File: config.mk
export PLATFORM = sky130hd
export DESIGN_NAME = bsa_cmd_queue
export DESIGN_NICKNAME = d
export VERILOG_FILES = /design/src/hdl/bsa_pkg.sv /design/src/hdl/bsa_cmd_queue.sv
export SDC_FILE = /design/constraint.sdc
export NUM_CORES = 1
export LEC_CHECK = 0
export ABC_AREA = 1
export BUFFER_PORTS_ARGS = -buffer_cell sky130_fd_sc_hd__buf_2
export CORE_UTILIZATION = 45
export DETAILED_ROUTE_END_ITERATION = 8
export SKIP_LAST_GASP = 1
export SLEW_MARGIN = 20
export SYNTH_ARGS = -nofsm -noshare
export SYNTH_HDL_FRONTEND = slang
export SYNTH_SLANG_ARGS = --single-unit
File: constraint.sdc
create_clock -name clock -period 3.58 [get_ports clock]
set_input_delay 0.179 -clock clock [delete_from_list [all_inputs] [get_ports clock]]
set_output_delay 0.179 -clock clock [all_outputs]
set_load 0.005 [all_outputs]
File: src/hdl/bsa_pkg.sv
`timescale 1ns / 1ps
// ----------------------------------------------------------------------------
// bsa_pkg: shared types and constants of the 3x3 box average
// Widths, line store depth, reciprocal constant and the command that runs
// from the front end through the queue into the datapath.
// ----------------------------------------------------------------------------
package bsa_pkg;

   localparam int MAX_WIDTH = 1024;
   localparam int ADDR_W    = $clog2(MAX_WIDTH);
   localparam int COL_W     = $clog2(MAX_WIDTH + 1);
   localparam int ROW_W     = 16;
   localparam int SAMPLE_W  = 16;

   // input beat kinds carried on req_tuser
   localparam logic ACT_SAMPLE = 1'b0;
   localparam logic ACT_FLUSH  = 1'b1;

   // configuration port
   localparam int CSR_W     = 16;
   localparam int CSR_IDX_W = 2;
   localparam int FW_W      = 11;
   localparam logic [CSR_IDX_W-1:0] CSR_FRAME_WIDTH  = CSR_IDX_W'(0);
   localparam logic [CSR_IDX_W-1:0] CSR_FRAME_HEIGHT = CSR_IDX_W'(1);
   localparam int MIN_DIM   = 3;
   localparam int RESET_DIM = 1024;

   // mean arithmetic: sum of nine Q8.8 values, biased to be non-negative,
   // then divided by 9 with rounding as floor((t + 4) / 9)
   localparam int RS_W        = SAMPLE_W + 2;
   localparam int SUM_W       = SAMPLE_W + 4;
   localparam int MEAN_BIAS   = 9 * 32768 + 4;
   localparam int RECIP_SHIFT = 23;
   localparam int RECIP_NINE  = ((1 << RECIP_SHIFT) + 8) / 9;
   localparam int PROD_W      = 2 * SUM_W;
   localparam int Q_W         = PROD_W - RECIP_SHIFT;
   localparam logic [SAMPLE_W-1:0] SIGN_FLIP = SAMPLE_W'(1) << (SAMPLE_W - 1);

   // queues
   localparam int CMD_DEPTH = 4;
   localparam int CMD_PTR_W = $clog2(CMD_DEPTH);
   localparam int CMD_CNT_W = $clog2(CMD_DEPTH + 1);
   localparam int OUT_DEPTH = 8;
   localparam int OUT_PTR_W = $clog2(OUT_DEPTH);
   localparam int OUT_CNT_W = $clog2(OUT_DEPTH + 1);

   typedef struct packed {
      logic                drain_end;  // frame's final beat, no store write or window shift
      logic                wr_en;      // sample updates the line stores
      logic                produce;    // beat yields a result
      logic                pass;       // result is the window center as is
      logic [ADDR_W-1:0]   addr;
      logic [SAMPLE_W-1:0] sample;
   } cmd_type;

   typedef struct packed {
      logic                last;
      logic                pass;
      logic [SAMPLE_W-1:0] pass_val;
   } meta_type;

endpackage

File: src/hdl/bsa_cmd_queue.sv
`timescale 1ns / 1ps
// ----------------------------------------------------------------------------
// bsa_cmd_queue: command queue between front end and datapath
// Small circular buffer so that either side can stall on its own.
// ----------------------------------------------------------------------------
module bsa_cmd_queue import bsa_pkg::*; (
   input  logic    clock,
   input  logic    reset,
   input  logic    push_valid,
   input  cmd_type push_cmd,
   output logic    push_ready,
   output logic    pop_valid,
   output cmd_type pop_cmd,
   input  logic    pop
);

   cmd_type              entry_ff [CMD_DEPTH];
   logic [CMD_PTR_W-1:0] wr_ptr_ff, wr_ptr_in;
   logic [CMD_PTR_W-1:0] rd_ptr_ff, rd_ptr_in;
   logic [CMD_CNT_W-1:0] count_ff, count_in;
   logic                 do_push;

   assign push_ready = (count_ff < CMD_CNT_W'(CMD_DEPTH));
   assign do_push    = push_valid && push_ready;
   assign pop_valid  = (count_ff != '0);
   assign pop_cmd    = entry_ff[rd_ptr_ff];

   always_comb begin
      wr_ptr_in = wr_ptr_ff;
      rd_ptr_in = rd_ptr_ff;
      count_in  = count_ff;
      if (do_push) begin
         wr_ptr_in = (wr_ptr_ff == CMD_PTR_W'(CMD_DEPTH - 1)) ? '0 : wr_ptr_ff + CMD_PTR_W'(1);
      end
      if (pop) begin
         rd_ptr_in = (rd_ptr_ff == CMD_PTR_W'(CMD_DEPTH - 1)) ? '0 : rd_ptr_ff + CMD_PTR_W'(1);
      end
      if (do_push && !pop) begin
         count_in = count_ff + CMD_CNT_W'(1);
      end else if (!do_push && pop) begin
         count_in = count_ff - CMD_CNT_W'(1);
      end
   end

   always_ff @(posedge clock) begin
      if (reset) begin
         wr_ptr_ff <= '0;
         rd_ptr_ff <= '0;
         count_ff  <= '0;
      end else begin
         wr_ptr_ff <= wr_ptr_in;
         rd_ptr_ff <= rd_ptr_in;
         count_ff  <= count_in;
      end
   end

   always_ff @(posedge clock) begin
      if (do_push) begin
         entry_ff[wr_ptr_ff] <= push_cmd;
      end
   end

endmodule

Yosys cells after proc, flatten, opt, wreduce, memory -nomap -nowiden. Memory sizes are Yosys's and may differ from the RTL's. A register that Yosys moved wholly into a read port is not among the register bits. Index checks and enable logic that the tools add are counted.

Flip-flop bits (word level): 7. Memory bits (writable): 120. Input bits: 34. Output and inout port bits: 32. Word-level logic and storage cells: 26. Memories: 1.

Add/subtract/negate cells: 4. Order comparisons: 1. Equality and inequality tests: 2. Mux-type cells: 8. Reduce and logical (&&, ||, !) cells: 7.

Memory list: entry_ff (words 4, width 30, rd ports 1, clocked after memory_dff 1, wr ports 1, line bsa_cmd_queue.sv:17) `cmd_type entry_ff [CMD_DEPTH];`.

Operators with widths (count): $mux W2 (4); $mux W3 (2); $add A2 B1 Y2 const B (2); $eq A2 B2 Y1 const B (2); $add A3 B1 Y3 const B (1); $logic_and A1 B1 Y1 (3); $lt A3 B3 Y1 const B (1); $reduce_bool A3 Y1 (1); $sub A3 B1 Y3 const B (1); $logic_not A1 Y1 (2); $mux W1 (2); $reduce_bool A2 Y1 (1).

Longest topological paths before layout.
Word-level depth: 6. Mapped depth: 12. Gate-level depth less buffers: 12.

Worst setup path after synthesis. No wires, ideal clock.

Kind: reg-to-reg. Start: register wr_ptr_ff[0]. End: memory entry_ff[2][0] (netlist bit), enable pin. Library setup time: 0.417 ns. Arrival: 1.856 ns. Data required time: 3.163 ns. Path slack: 1.307 ns. Cell stages (with the launch flop): 5. Path buffers: 0. Period minus slack after synthesis: 2.273 ns. Cell sequence: dfxtp_1 > inv_1 > ha_1 > inv_1 > nor2_1.

RTL lines: from (decl) (line bsa_cmd_queue.sv:18) `logic [CMD_PTR_W-1:0] wr_ptr_ff, wr_ptr_in;`; from (signal assigned) (line bsa_cmd_queue.sv:51) `wr_ptr_ff <= wr_ptr_in;`; to (decl) (line bsa_cmd_queue.sv:17).

No word-level cell before the write port.

==> out/results.ini <==
[route]
drt_iter0_markers=172
wire_per_inst_microns=16.1
via_count=3103
first_pass_iters=6
routed_wl_microns=9650
viasPerCell=5.18
ant_nets=0
drc_errors=0

[job]
drv_cap=0

[yosys]
yosysTopAreaCell=edfxtp_1
synth_area_sq_um=4960
ys_top_cells_by_area=edfxtp_1, nor2_1, o22ai_1
ys_seq_area_share_pct=76.3
ys_warn_count=0
synthCells=351
synth_area_per_cell_sq_um=14.1
ys_ff_latch=129
synth.distinct_cells=19
syn-num-nets=392
yosysTopAreaCellShare_pct=72.7

[critical_path]
crit_chain=buf_4 -> clkinv_1 -> o21ai_1 -> o22ai_1 -> buf_2
startpoint_type=flip-flop
worst-path-max-fanout=31
slowest_delay_ns=0.84
cpMaxStageDelayCell=clkinv_1
worstSetupEndpointType=primary output
worstPathArrival_ns=2.60
crit_required_ns=3.40
path_class=flip-flop to primary output

[timing]
rsz0062_at_grt=no
hold_viol=0
skew_ns=0.00533
worst_pin_slew_ns=1.04
setup_viol=0
drv_slew=0
min_period_ns=2.77
finalSetupTns_ns=0
period_share_pct=77.5
fmax_mhz=360
slew_headroom_pct=30.5

[die]
die_h_microns=107
placementRows=37
die_w_microns=107
io_pins=66
core_sq_um=10500
die_area_sq_um=11400
initial_utilization_pct=47.2

[finish]
layout_commonest_cell=edfxtp_1
final_area_sq_um=6240
seq_area_sq_um=3780
antenna_cells=0
areaGrowthSynthToFinish_pct=25.9
multiInputGateArea_sq_um=970
nNetsFinal=491
final_cell_mix=edfxtp_1, nor2_1, buf_2
drive_gt1_share_pct=22.5
fillers=824

[clock_network]
h-tree-depth=4
cts_buffers=17
clock_latency_ns=0.51
cts_tree=yes
cts.sinks=129
ctsLongestPathBuffers=2
clkTransAtPathRegs_ns=0.06
root_buffer=clkbuf_8

[global_routing]
grt_overflow=0
grt_max_degree=61
grt_first_pass_wirelength_microns=15000
grt_pass1_vias=3036
antenna_found_initial=0
grt.total_usage_pct=18.0

[pwr]
power_density_nw_per_um2=624
p_leak_nw=2.26
peakVddDrop_uv=363

[placed_design]
dp_hpwl_microns=5180
numPortBuffers=65
placed_cell_area_sq_um=5330
gp_congestion=0.729

[min_path]
hp-class=input pin to flip-flop

[status]
status=complete, no violations

-- repair_timing --
item	CTS	global route
gates resized for setup	0	0
setup buffers	0	0
hold buffers	32	0
endpoints found under the hold margin	129	0
setup endpoints to repair	0	0
-- metrics by stage --
stage	instances	hold slack, ns	total power [mW]	util (%)	worst slack, ns
global route	599	0.178	4.03	59.4	0.479
detailed placement	535	0.366	2.23	50.7	1.55
global placement	535	0.358	2.22	50.7	1.58
floorplan	351	0.260	2.07	-	1.31
finish	599	0.148	3.89	59.4	0.806
CTS	599	0.126	3.93	59.4	0.987
-- per-layer routing --
layer  wire [microns]  track usage, %  part of all wire (%)
met1             4120            22.6                    43
met2             4860            29.5                    50
met3              573            5.29                   5.9
met4               93            7.14                  0.96
met5                0               0                     0
-- state kept, by name, summed over array words and instances, names as in the netlist, named ones only --
signal     flops
entry_ff     120
wr_ptr_ff      2
rd_ptr_ff      2
count_ff       3
-- final cells by class --
class | instances | share of cell area, %
Timing Repair Buffer | 99 | 10.6
Clock buffer | 18 | 6.70
Clock inverter | 14 | 2.67
Inverter | 16 | 1.08
Sequential cell | 129 | 60.7
Tap cell | 136 | 2.73
Multi-Input combinational cell | 187 | 15.5
-- final timing paths --
| check | startpoint | end | slack [ns] | cells after the start |
|---|---|---|---|---|
| max | flip-flop | pop_cmd[0] | 0.81 | 5 |
| min | push_valid | wr_ptr_ff[1] | 0.15 | 3 |
| max reg2reg | wr_ptr_ff[0] | entry_ff[0][1] | 1.70 | 4 |
| min reg2reg | count_ff[0] | count_ff[0] | 0.51 | 1 |
-- worst max-delay path, delay by kind of cell, from the launching register on --
family / cells / cell delay, ns
compound gates: 2 / 0.46
flops: 1 / 0.30
buf+inv: 3 / 1.31
-- kinds of logic (layout without fill, tap and decap cells) --
kind of cell / count (synthesis) / count (layout) / synth area share [%]
and+or+nand+nor: 81 / 81 / 6.29
AOI/OAI and AO/OA: 99 / 99 / 10.8
buffers and inverters: 35 / 147 / 4.70
DFF: 129 / 129 / 76.3
adders and majority gates: 7 / 7 / 1.92
-- where the power goes --
group          leakage [nW]  internal [mW]  switching [mW]  total (mW)
Combinational         0.809          0.156           0.255       0.410
Sequential             1.17           1.77          0.0370        1.81
Clock                 0.278           1.06           0.613        1.67
Total                  2.26           2.99           0.904        3.89
-- cell usage after synthesis --
master / instances
a21oi_1: 4
buf_2: 6
buf_4: 3
buf_6: 10
dfxtp_1: 9
edfxtp_1: 120
fa_1: 1
ha_1: 6
inv_1: 15
inv_8: 1
nand2_1: 5
nand2_2: 1
nand3_1: 1
nand4_1: 1
nor2_1: 72
nor3_1: 1
o21ai_0: 34
o21ai_1: 31
o22ai_1: 30
(Power assumes the default switching activity.)
