## config.mk

```make
export PLATFORM = sky130hd
export DESIGN_NAME = bsa_front
export DESIGN_NICKNAME = d
export VERILOG_FILES = /design/src/hdl/bsa_pkg.sv /design/src/hdl/bsa_front.sv
export SDC_FILE = /design/constraint.sdc
export NUM_CORES = 1
export LEC_CHECK = 0
export BUFFER_PORTS_ARGS = -buffer_cell sky130_fd_sc_hd__buf_2
export CORE_ASPECT_RATIO = 1.1
export CORE_MARGIN = 3
export CORE_UTILIZATION = 45
export CTS_BUF_LIST = sky130_fd_sc_hd__clkbuf_2 sky130_fd_sc_hd__clkbuf_4 sky130_fd_sc_hd__clkbuf_8
export DETAILED_ROUTE_END_ITERATION = 12
export HOLD_SLACK_MARGIN = 0.15
export PLACE_DENSITY = 0.67
export SKIP_CTS_REPAIR_TIMING = 1
export SYNTH_ARGS = -nofsm -noshare
export SYNTH_HDL_FRONTEND = slang
export SYNTH_SLANG_ARGS = --single-unit
```

## constraint.sdc

```tcl
create_clock -name clock -period 6.5 [get_ports clock]
set_clock_uncertainty 0.05 [all_clocks]
set_input_delay 1.95 -clock clock [delete_from_list [all_inputs] [get_ports clock]]
set_output_delay 1.95 -clock clock [all_outputs]
set_load 0.01 [all_outputs]
```

## src/hdl/bsa_pkg.sv

```systemverilog
`timescale 1ns / 1ps
// ----------------------------------------------------------------------------
// bsa_pkg: shared types and constants of the 3x3 box average
// Widths, line store depth, reciprocal constant and the command that runs
// from the front end through the queue into the datapath.
// ----------------------------------------------------------------------------
package bsa_pkg;

   localparam int MAX_WIDTH = 1024;
   localparam int ADDR_W    = $clog2(MAX_WIDTH);
   localparam int COL_W     = $clog2(MAX_WIDTH + 1);
   localparam int ROW_W     = 16;
   localparam int SAMPLE_W  = 16;

   // input beat kinds carried on req_tuser
   localparam logic ACT_SAMPLE = 1'b0;
   localparam logic ACT_FLUSH  = 1'b1;

   // configuration port
   localparam int CSR_W     = 16;
   localparam int CSR_IDX_W = 2;
   localparam int FW_W      = 11;
   localparam logic [CSR_IDX_W-1:0] CSR_FRAME_WIDTH  = CSR_IDX_W'(0);
   localparam logic [CSR_IDX_W-1:0] CSR_FRAME_HEIGHT = CSR_IDX_W'(1);
   localparam int MIN_DIM   = 3;
   localparam int RESET_DIM = 1024;

   // mean arithmetic: sum of nine Q8.8 values, biased to be non-negative,
   // then divided by 9 with rounding as floor((t + 4) / 9)
   localparam int RS_W        = SAMPLE_W + 2;
   localparam int SUM_W       = SAMPLE_W + 4;
   localparam int MEAN_BIAS   = 9 * 32768 + 4;
   localparam int RECIP_SHIFT = 23;
   localparam int RECIP_NINE  = ((1 << RECIP_SHIFT) + 8) / 9;
   localparam int PROD_W      = 2 * SUM_W;
   localparam int Q_W         = PROD_W - RECIP_SHIFT;
   localparam logic [SAMPLE_W-1:0] SIGN_FLIP = SAMPLE_W'(1) << (SAMPLE_W - 1);

   // queues
   localparam int CMD_DEPTH = 4;
   localparam int CMD_PTR_W = $clog2(CMD_DEPTH);
   localparam int CMD_CNT_W = $clog2(CMD_DEPTH + 1);
   localparam int OUT_DEPTH = 8;
   localparam int OUT_PTR_W = $clog2(OUT_DEPTH);
   localparam int OUT_CNT_W = $clog2(OUT_DEPTH + 1);

   typedef struct packed {
      logic                drain_end;  // frame's final beat, no store write or window shift
      logic                wr_en;      // sample updates the line stores
      logic                produce;    // beat yields a result
      logic                pass;       // result is the window center as is
      logic [ADDR_W-1:0]   addr;
      logic [SAMPLE_W-1:0] sample;
   } cmd_type;

   typedef struct packed {
      logic                last;
      logic                pass;
      logic [SAMPLE_W-1:0] pass_val;
   } meta_type;

endpackage

```

## src/hdl/bsa_front.sv

```systemverilog
`timescale 1ns / 1ps
// ----------------------------------------------------------------------------
// bsa_front: frame position tracking and beat classification
// Holds the frame size registers and the row and column counters, drops
// flush beats that arrive early and turns every other beat into a command.
// ----------------------------------------------------------------------------
module bsa_front import bsa_pkg::*; (
   input  logic                 clock,
   input  logic                 reset,
   input  logic                 req_tvalid,
   output logic                 req_tready,
   input  logic [SAMPLE_W-1:0]  req_tdata,   // [15:0] sample_in
   input  logic                 req_tuser,   // [0] action
   input  logic                 csr_wen,
   input  logic [CSR_IDX_W-1:0] csr_index,
   input  logic [CSR_W-1:0]     csr_wdata,
   output logic                 push_valid,
   output cmd_type              push_cmd,
   input  logic                 push_ready
);

   logic [COL_W-1:0] width_ff, width_in;
   logic [ROW_W-1:0] height_ff, height_in;
   logic [COL_W-1:0] col_ff, col_in;
   logic [ROW_W-1:0] row_ff, row_in;

   logic             accept;
   logic             draining;
   logic             at_end;
   logic             wrap;
   logic [COL_W-1:0] col_inc;
   logic [FW_W-1:0]  fw_raw;
   logic [ROW_W-1:0] fh_raw;
   logic             csr_hit;

   assign req_tready = push_ready;
   assign accept     = req_tvalid & push_ready;
   assign draining   = (row_ff >= height_ff);
   assign at_end     = draining && (col_ff >= width_ff);
   assign col_inc    = col_ff + COL_W'(1);
   assign wrap       = !draining && (col_inc == width_ff);
   assign push_valid = accept && (draining || (req_tuser != ACT_FLUSH));

   always_comb begin
      push_cmd.drain_end = at_end;
      push_cmd.wr_en     = !draining;
      push_cmd.produce   = at_end || (row_ff > ROW_W'(1))
                           || ((row_ff == ROW_W'(1)) && (col_ff != '0));
      push_cmd.pass      = at_end || draining || (row_ff == ROW_W'(1))
                           || (col_ff < COL_W'(2));
      push_cmd.addr      = col_ff[ADDR_W-1:0];
      push_cmd.sample    = draining ? '0 : req_tdata;
   end

   assign fw_raw  = csr_wdata[FW_W-1:0];
   assign fh_raw  = csr_wdata[ROW_W-1:0];
   assign csr_hit = csr_wen
                    && ((csr_index == CSR_FRAME_WIDTH) || (csr_index == CSR_FRAME_HEIGHT));

   always_comb begin
      width_in  = width_ff;
      height_in = height_ff;
      col_in    = col_ff;
      row_in    = row_ff;
      if (csr_hit) begin
         if (csr_index == CSR_FRAME_WIDTH) begin
            if (32'(fw_raw) < MIN_DIM) begin
               width_in = COL_W'(MIN_DIM);
            end else if (32'(fw_raw) > MAX_WIDTH) begin
               width_in = COL_W'(MAX_WIDTH);
            end else begin
               width_in = COL_W'(fw_raw);
            end
         end else begin
            height_in = (32'(fh_raw) < MIN_DIM) ? ROW_W'(MIN_DIM) : fh_raw;
         end
         col_in = '0;
         row_in = '0;
      end else if (push_valid) begin
         if (at_end) begin
            col_in = '0;
            row_in = '0;
         end else if (wrap) begin
            col_in = '0;
            row_in = row_ff + ROW_W'(1);
         end else begin
            col_in = col_inc;
         end
      end
   end

   always_ff @(posedge clock) begin
      if (reset) begin
         width_ff  <= COL_W'(RESET_DIM);
         height_ff <= ROW_W'(RESET_DIM);
         col_ff    <= '0;
         row_ff    <= '0;
      end else begin
         width_ff  <= width_in;
         height_ff <= height_in;
         col_ff    <= col_in;
         row_ff    <= row_in;
      end
   end

   a_col_in_row : assert property (@(posedge clock) disable iff (reset)
      col_ff <= width_ff)
      else $error("column counter beyond frame width");

   a_row_in_frame : assert property (@(posedge clock) disable iff (reset)
      row_ff <= height_ff)
      else $error("row counter beyond drain row");

   a_end_restarts : assert property (@(posedge clock) disable iff (reset)
      push_valid && at_end && !csr_wen |=> (row_ff == '0) && (col_ff == '0))
      else $error("frame end did not restart the position");

endmodule

```

# ---- Word level (Yosys, flattened, before mapping)
# Cells that the tools add are included.
dict set report word_totals {
  in_bits 40
  word_cells 47
  output_inout_bits 32
  ff_bits 54
}
dict set report classes {
  mux 8
  reduce_logical 20
  n_eq_ne 3
  bitwise 3
  order_cmp 7
  add_sub_neg 2
}
# operator count
set op_table {}
lappend op_table {{two-way mux 16 bit} 4}
lappend op_table {{two-way mux 11 bit} 4}
lappend op_table {{less-than comparator 11 x 2 -> 1 bit, second input constant} 2}
lappend op_table {{adder 16 x 1 -> 16 bit, second input constant} 1}
lappend op_table {{equality test 16 x 1 -> 1 bit, second input constant} 1}
lappend op_table {{greater-or-equal comparator 16 bit} 1}
lappend op_table {{greater-than comparator 16 x 1 -> 1 bit, second input constant} 1}
lappend op_table {{less-than comparator 16 x 2 -> 1 bit, second input constant} 1}
lappend op_table {{adder 11 x 1 -> 11 bit, second input constant} 1}
lappend op_table {{equality test 11 bit} 1}
lappend op_table {{greater-or-equal comparator 11 bit} 1}
lappend op_table {{greater-than comparator 11 bit, second input constant} 1}
lappend op_table {{nonzero test 11 bit} 1}
lappend op_table {{logical OR 1 bit} 7}
lappend op_table {{AND reduction 2 bit} 3}
lappend op_table {{logical AND 1 bit} 5}
lappend op_table {{equality test 2 x 1 -> 1 bit, second input constant} 1}
lappend op_table {{logical NOT 2 bit} 1}
lappend op_table {{NOT 1 bit} 2}
lappend op_table {{nonzero test 2 bit} 1}
lappend op_table {{OR reduction 2 bit} 1}
lappend op_table {{AND 1 bit} 1}
lappend op_table {{logical NOT 1 bit} 1}

# ---- Longest topological paths before layout
dict set report logic_depth {
  ltp_word 5
  ltp_mapped 11
  ltp_nobuf 10
}

# ---- Least setup slack after synthesis
# Ideal clock, no wire load.
dict set report synth_timing {
  kind {input port to output port}
  from {input port req_tvalid}
  to {output port push_valid}
  required_time_ns 4.500
  t_arrival_ns 2.371
  path_stages 3
  setup_slack_ns 2.129
  n_path_buf 0
  cell_sequence {nand2_1 > a31o_2 > inv_1}
}
dict set report synth_between {
  elab_chain_len 2
}
# item line
set synth_lines {}
lappend synth_lines {{from (decl)} bsa_front.sv:10} ;# input logic req_tvalid,
lappend synth_lines {{AND 1 bit} bsa_front.sv:37} ;# assign accept = req_tvalid & push_ready;
lappend synth_lines {{logical AND 1 bit} bsa_front.sv:42} ;# assign push_valid = accept && (draining || (req_tuser != ACT_FLUSH));
lappend synth_lines {{to (decl)} bsa_front.sv:17} ;# output logic push_valid,
# No other way between the ends.

==> results.txt <==
----------------------------------------------------
[Outcome]
  Run status ... finished, final reports clean

[Timing]
  Relative slew slack ... between 10% and 20%
  Max Transition Viols Final ... 0
  Share of the clock period used by the worst path after layout ... between 80% and 90%
  Actual transition at the worst max-transition pin ... 1.27 ns
  Total negative slack ... 0 ns
  Final-report hold violation count ... 0
  Final Hold Slack ... 0.411 ns
  Post-route minimum period ... roughly 5.3 ns
  Top achievable clock speed ... about 190 MHz
  # setup viols final ... 0
  Setup repair after global routing missed its margin ... no

[Final layout]
  Nets ... slightly above 600
  Inserted Diodes ... 0
  Final Instance Count excl. Fillers ... ~660
  Fraction of final layout cells sized beyond drive strength 1 ... around 17%
  Fillers ... around 840
  Area grow syn2layout ... 10.0%

[Synth]
  Syn nets ... roughly 580
  Proportion of register bits with asynchronous set or reset after synthesis ... 0%
  Top cell type by total area after synthesis ... sky130_fd_sc_hd__dfxtp_1
  Syn. warnings ... 0
  Top cell types by occurrence after synthesis ... sky130_fd_sc_hd__nand2_1, sky130_fd_sc_hd__dfxtp_1, sky130_fd_sc_hd__inv_1
  Leading register cell type out of synthesis ... sky130_fd_sc_hd__dfxtp_1
  Flop and latch count out of synthesis ... 54
  Count of distinct cell types in the synthesized netlist ... 56
  Number of synthesized flops with an enable pin ... 0
  Library cell with the highest instance count after synthesis ... sky130_fd_sc_hd__nand2_1
  Avg Synthesized Cell Area ... 7.54 µm²
  Cell area after synthesis ... 0.00381 mm²
  Portion of synthesized cell area occupied by the leading cell type ... between 20% and 30%
  Gate Count Post-Synth ... about 510
  Biggest area contributors in the synthesized netlist ... sky130_fd_sc_hd__dfxtp_1, sky130_fd_sc_hd__ha_1, sky130_fd_sc_hd__a21oi_1, sky130_fd_sc_hd__nand2_1, sky130_fd_sc_hd__inv_1
  Share of synthesized area occupied by flip-flops and latches ... around 28%

[Worst setup path]
  Startpoint kind of the worst setup timing path ... register
  Most common cell type on the critical path ... sky130_fd_sc_hd__nand2_1
  Register-to-register setup slack ... between 2 and 2.5 ns
  Worst r2r dst ... col_ff[8]$_SDFFE_PP0P_
  Class of the most critical setup path ... reg -> out
  Maximum fanout encountered on the critical timing path ... 19
  Data arrival time of the critical path ... 3.34 ns
  CP endpoint kind ... primary output
  Crit-path max cell delay ... approximately 0.99 ns
  Worst EP required ... between 4 and 5 ns
  Critical Path Slowest Stage Cell ... sky130_fd_sc_hd__a22oi_1
  Crit-path cells ... ha_1 > a211oi_1 > o21ai_0 > a22oi_1 > nand2_1 > nand2_1 > nand2_1 > buf_2
  Worst R2R Start ... row_ff[13]$_SDFFE_PP0P_
  R2r worst-path depth ... 8

[Power]
  Maximum ir drop on the vdd rail ... about 100 µV
  Power per cell area ... 149 mW/mm²
  Leakage power total ... 1.70 nW

[CTS]
  Clock tree from TritonCTS ... yes
  Latest clock arrival within the worst-skew pair ... around 0.32 ns
  Clock sink total ... 54
  Library cell used as clock root buffer ... sky130_fd_sc_hd__clkbuf_8
  TritonCTS buffer count ... 5
  Maximum root-to-sink buffer count ... 2
  CTS clock-pin slew for the worst setup and hold paths ... 0.10 ns
  # H-tree levels ... 2

[Hold path]
  Worst min-delay path endpoint ... height_ff[6]$_SDFFE_PP0P_
  Min-delay worst type ... reg -> reg
  Hold path cells ... 2
  Start point of the worst hold path ... height_ff[6]$_SDFFE_PP0P_

[Floorplanning]
  DIE WIDTH ... between 90 and 100 µm
  Total I/O pin count ... 72
  Die area ... around 0.0096 mm²
  Effective utilization at floorplan ... a little under half
  Placeable core area ... 0.00808 mm²
  Number of placement rows ... 34
  Die Y-Extent ... slightly above 100 µm

[Placed design]
  Inst Count DP ... roughly 650
  HPWL after detailed placement ... approximately 7.6 mm
  Routability congestion estimate ... roughly 0.9
  Count of input and output buffers ... 71

[Global routing]
  Maximum number of pins on one net before global-route repair ... 30
  Remaining global-route overflow ... 0
  Antenna violations before repair ... 0
  Global-route wire length before repair ... ~16 mm
  Total track usage ... about a fifth
  Number of global-route vias before repair ... 3354

[Detailed routing]
  Via count normalized by instance count ... about 5.7
  Post-DRT Antenna Nets ... 0
  # DRC ... 0
  Routed wire per std cell ... 15.1 µm
  Via count of the routed design ... 3717
  Total detailed-routing wirelength ... 9.93 mm
  Number of violations reported at the end of detailed-routing iteration 0 ... approximately 240
  TritonRoute pass-1 iters ... 5

[Job]
  Number of max-cap violations ... 0

----------------------------------------------------
[worst max-delay path by stage]
stage | startpoint | endpoint | slack (ns) | cells after the start
2_1_floorplan | req_tvalid | push_valid | 2.13 | 3
3_3_place_gp | push_ready | push_valid | 1.62 | 5
3_5_place_dp | row_ff[13]$_SDFFE_PP0P_ | push_cmd[27] | 1.55 | 8
4_1_cts | row_ff[13]$_SDFFE_PP0P_ | push_cmd[27] | 1.19 | 8
5_1_grt | row_ff[13]$_SDFFE_PP0P_ | push_cmd[27] | 0.97 | 8
6_report | row_ff[13]$_SDFFE_PP0P_ | push_cmd[27] | 1.16 | 8
[per-stage QoR]
step	worst slack [ns]	util (%)	power, mW	area (µm²)
6_report	1.16	51.9	0.627	4190
3_5_place_dp	1.55	50.7	0.440	4100
5_1_grt	0.970	51.9	0.653	4190
2_1_floorplan	2.13	-	0.407	3810
4_1_cts	1.19	51.9	0.629	4190
3_3_place_gp	1.62	50.7	0.439	4100
[layer usage]
layer / part of all wire (%) / GRT usage (%)
met1: 46 / 28.3
met5: 0 / 0
met3: 7.2 / 3.07
met2: 45 / 33.9
met4: 1.5 / 5.56
[power breakdown]
group,internal (mW),total [mW],switching (mW)
clock network,0.0760,0.193,0.117
registers,0.336,0.340,0.00413
logic,0.0368,0.0930,0.0562
total,0.449,0.627,0.178
[registers in the layout, indices dropped and copies added (netlist names)]
| register | flops |
|---|---|
| width_ff | 11 |
| height_ff | 16 |
| row_ff | 16 |
| col_ff | 11 |
[logic make-up (layout without fill, tap and decap cells)]
group                    after synthesis  in the layout  share of synthesized area (%)
AND/OR/NAND/NOR                      206            206                           28.6
flip-flops                            54             54                           28.4
adder cells (fa/ha/maj)               32             32                           10.5
AO/OA/AOI/OAI                        115            115                           19.0
multiplexers                           3              3                          0.821
XOR/XNOR                              11             11                           2.53
buffers and inverters                 84            128                           10.1
[cell usage in the layout (no fill, tap or decap), drive strengths merged, types with 17 or more instances in the layout]
cell type,instances
and3,23
a31oi,17
dfxtp,54
buf,71
nor2,31
a21oi,46
nand2,57
nand3,19
inv,49
nand4,19
ha,32
[critical path: cells and delay by family, from the launching register on]
family                   cells  cell delay [ns]
buffers and inverters        1             0.16
flip-flops                   1             0.48
AO/OA/AOI/OAI                3             1.36
AND/OR/NAND/NOR              3             0.72
adder cells (fa/ha/maj)      1             0.31
[area by class of cell]
| class | instances | area [µm²] | area share (%) |
|---|---|---|---|
| Timing Repair Buffer | 71 | 355 | 8.48 |
| Sequential cell | 54 | 1080 | 25.8 |
| Multi-Input combinational cell | 367 | 2350 | 56.0 |
| Clock buffer | 5 | 68.8 | 1.64 |
| Clock inverter | 3 | 21.3 | 0.507 |
| Inverter | 49 | 184 | 4.39 |
| Tap cell | 108 | 135 | 3.22 |
Note: power is estimated with default switching activity, not from simulation.
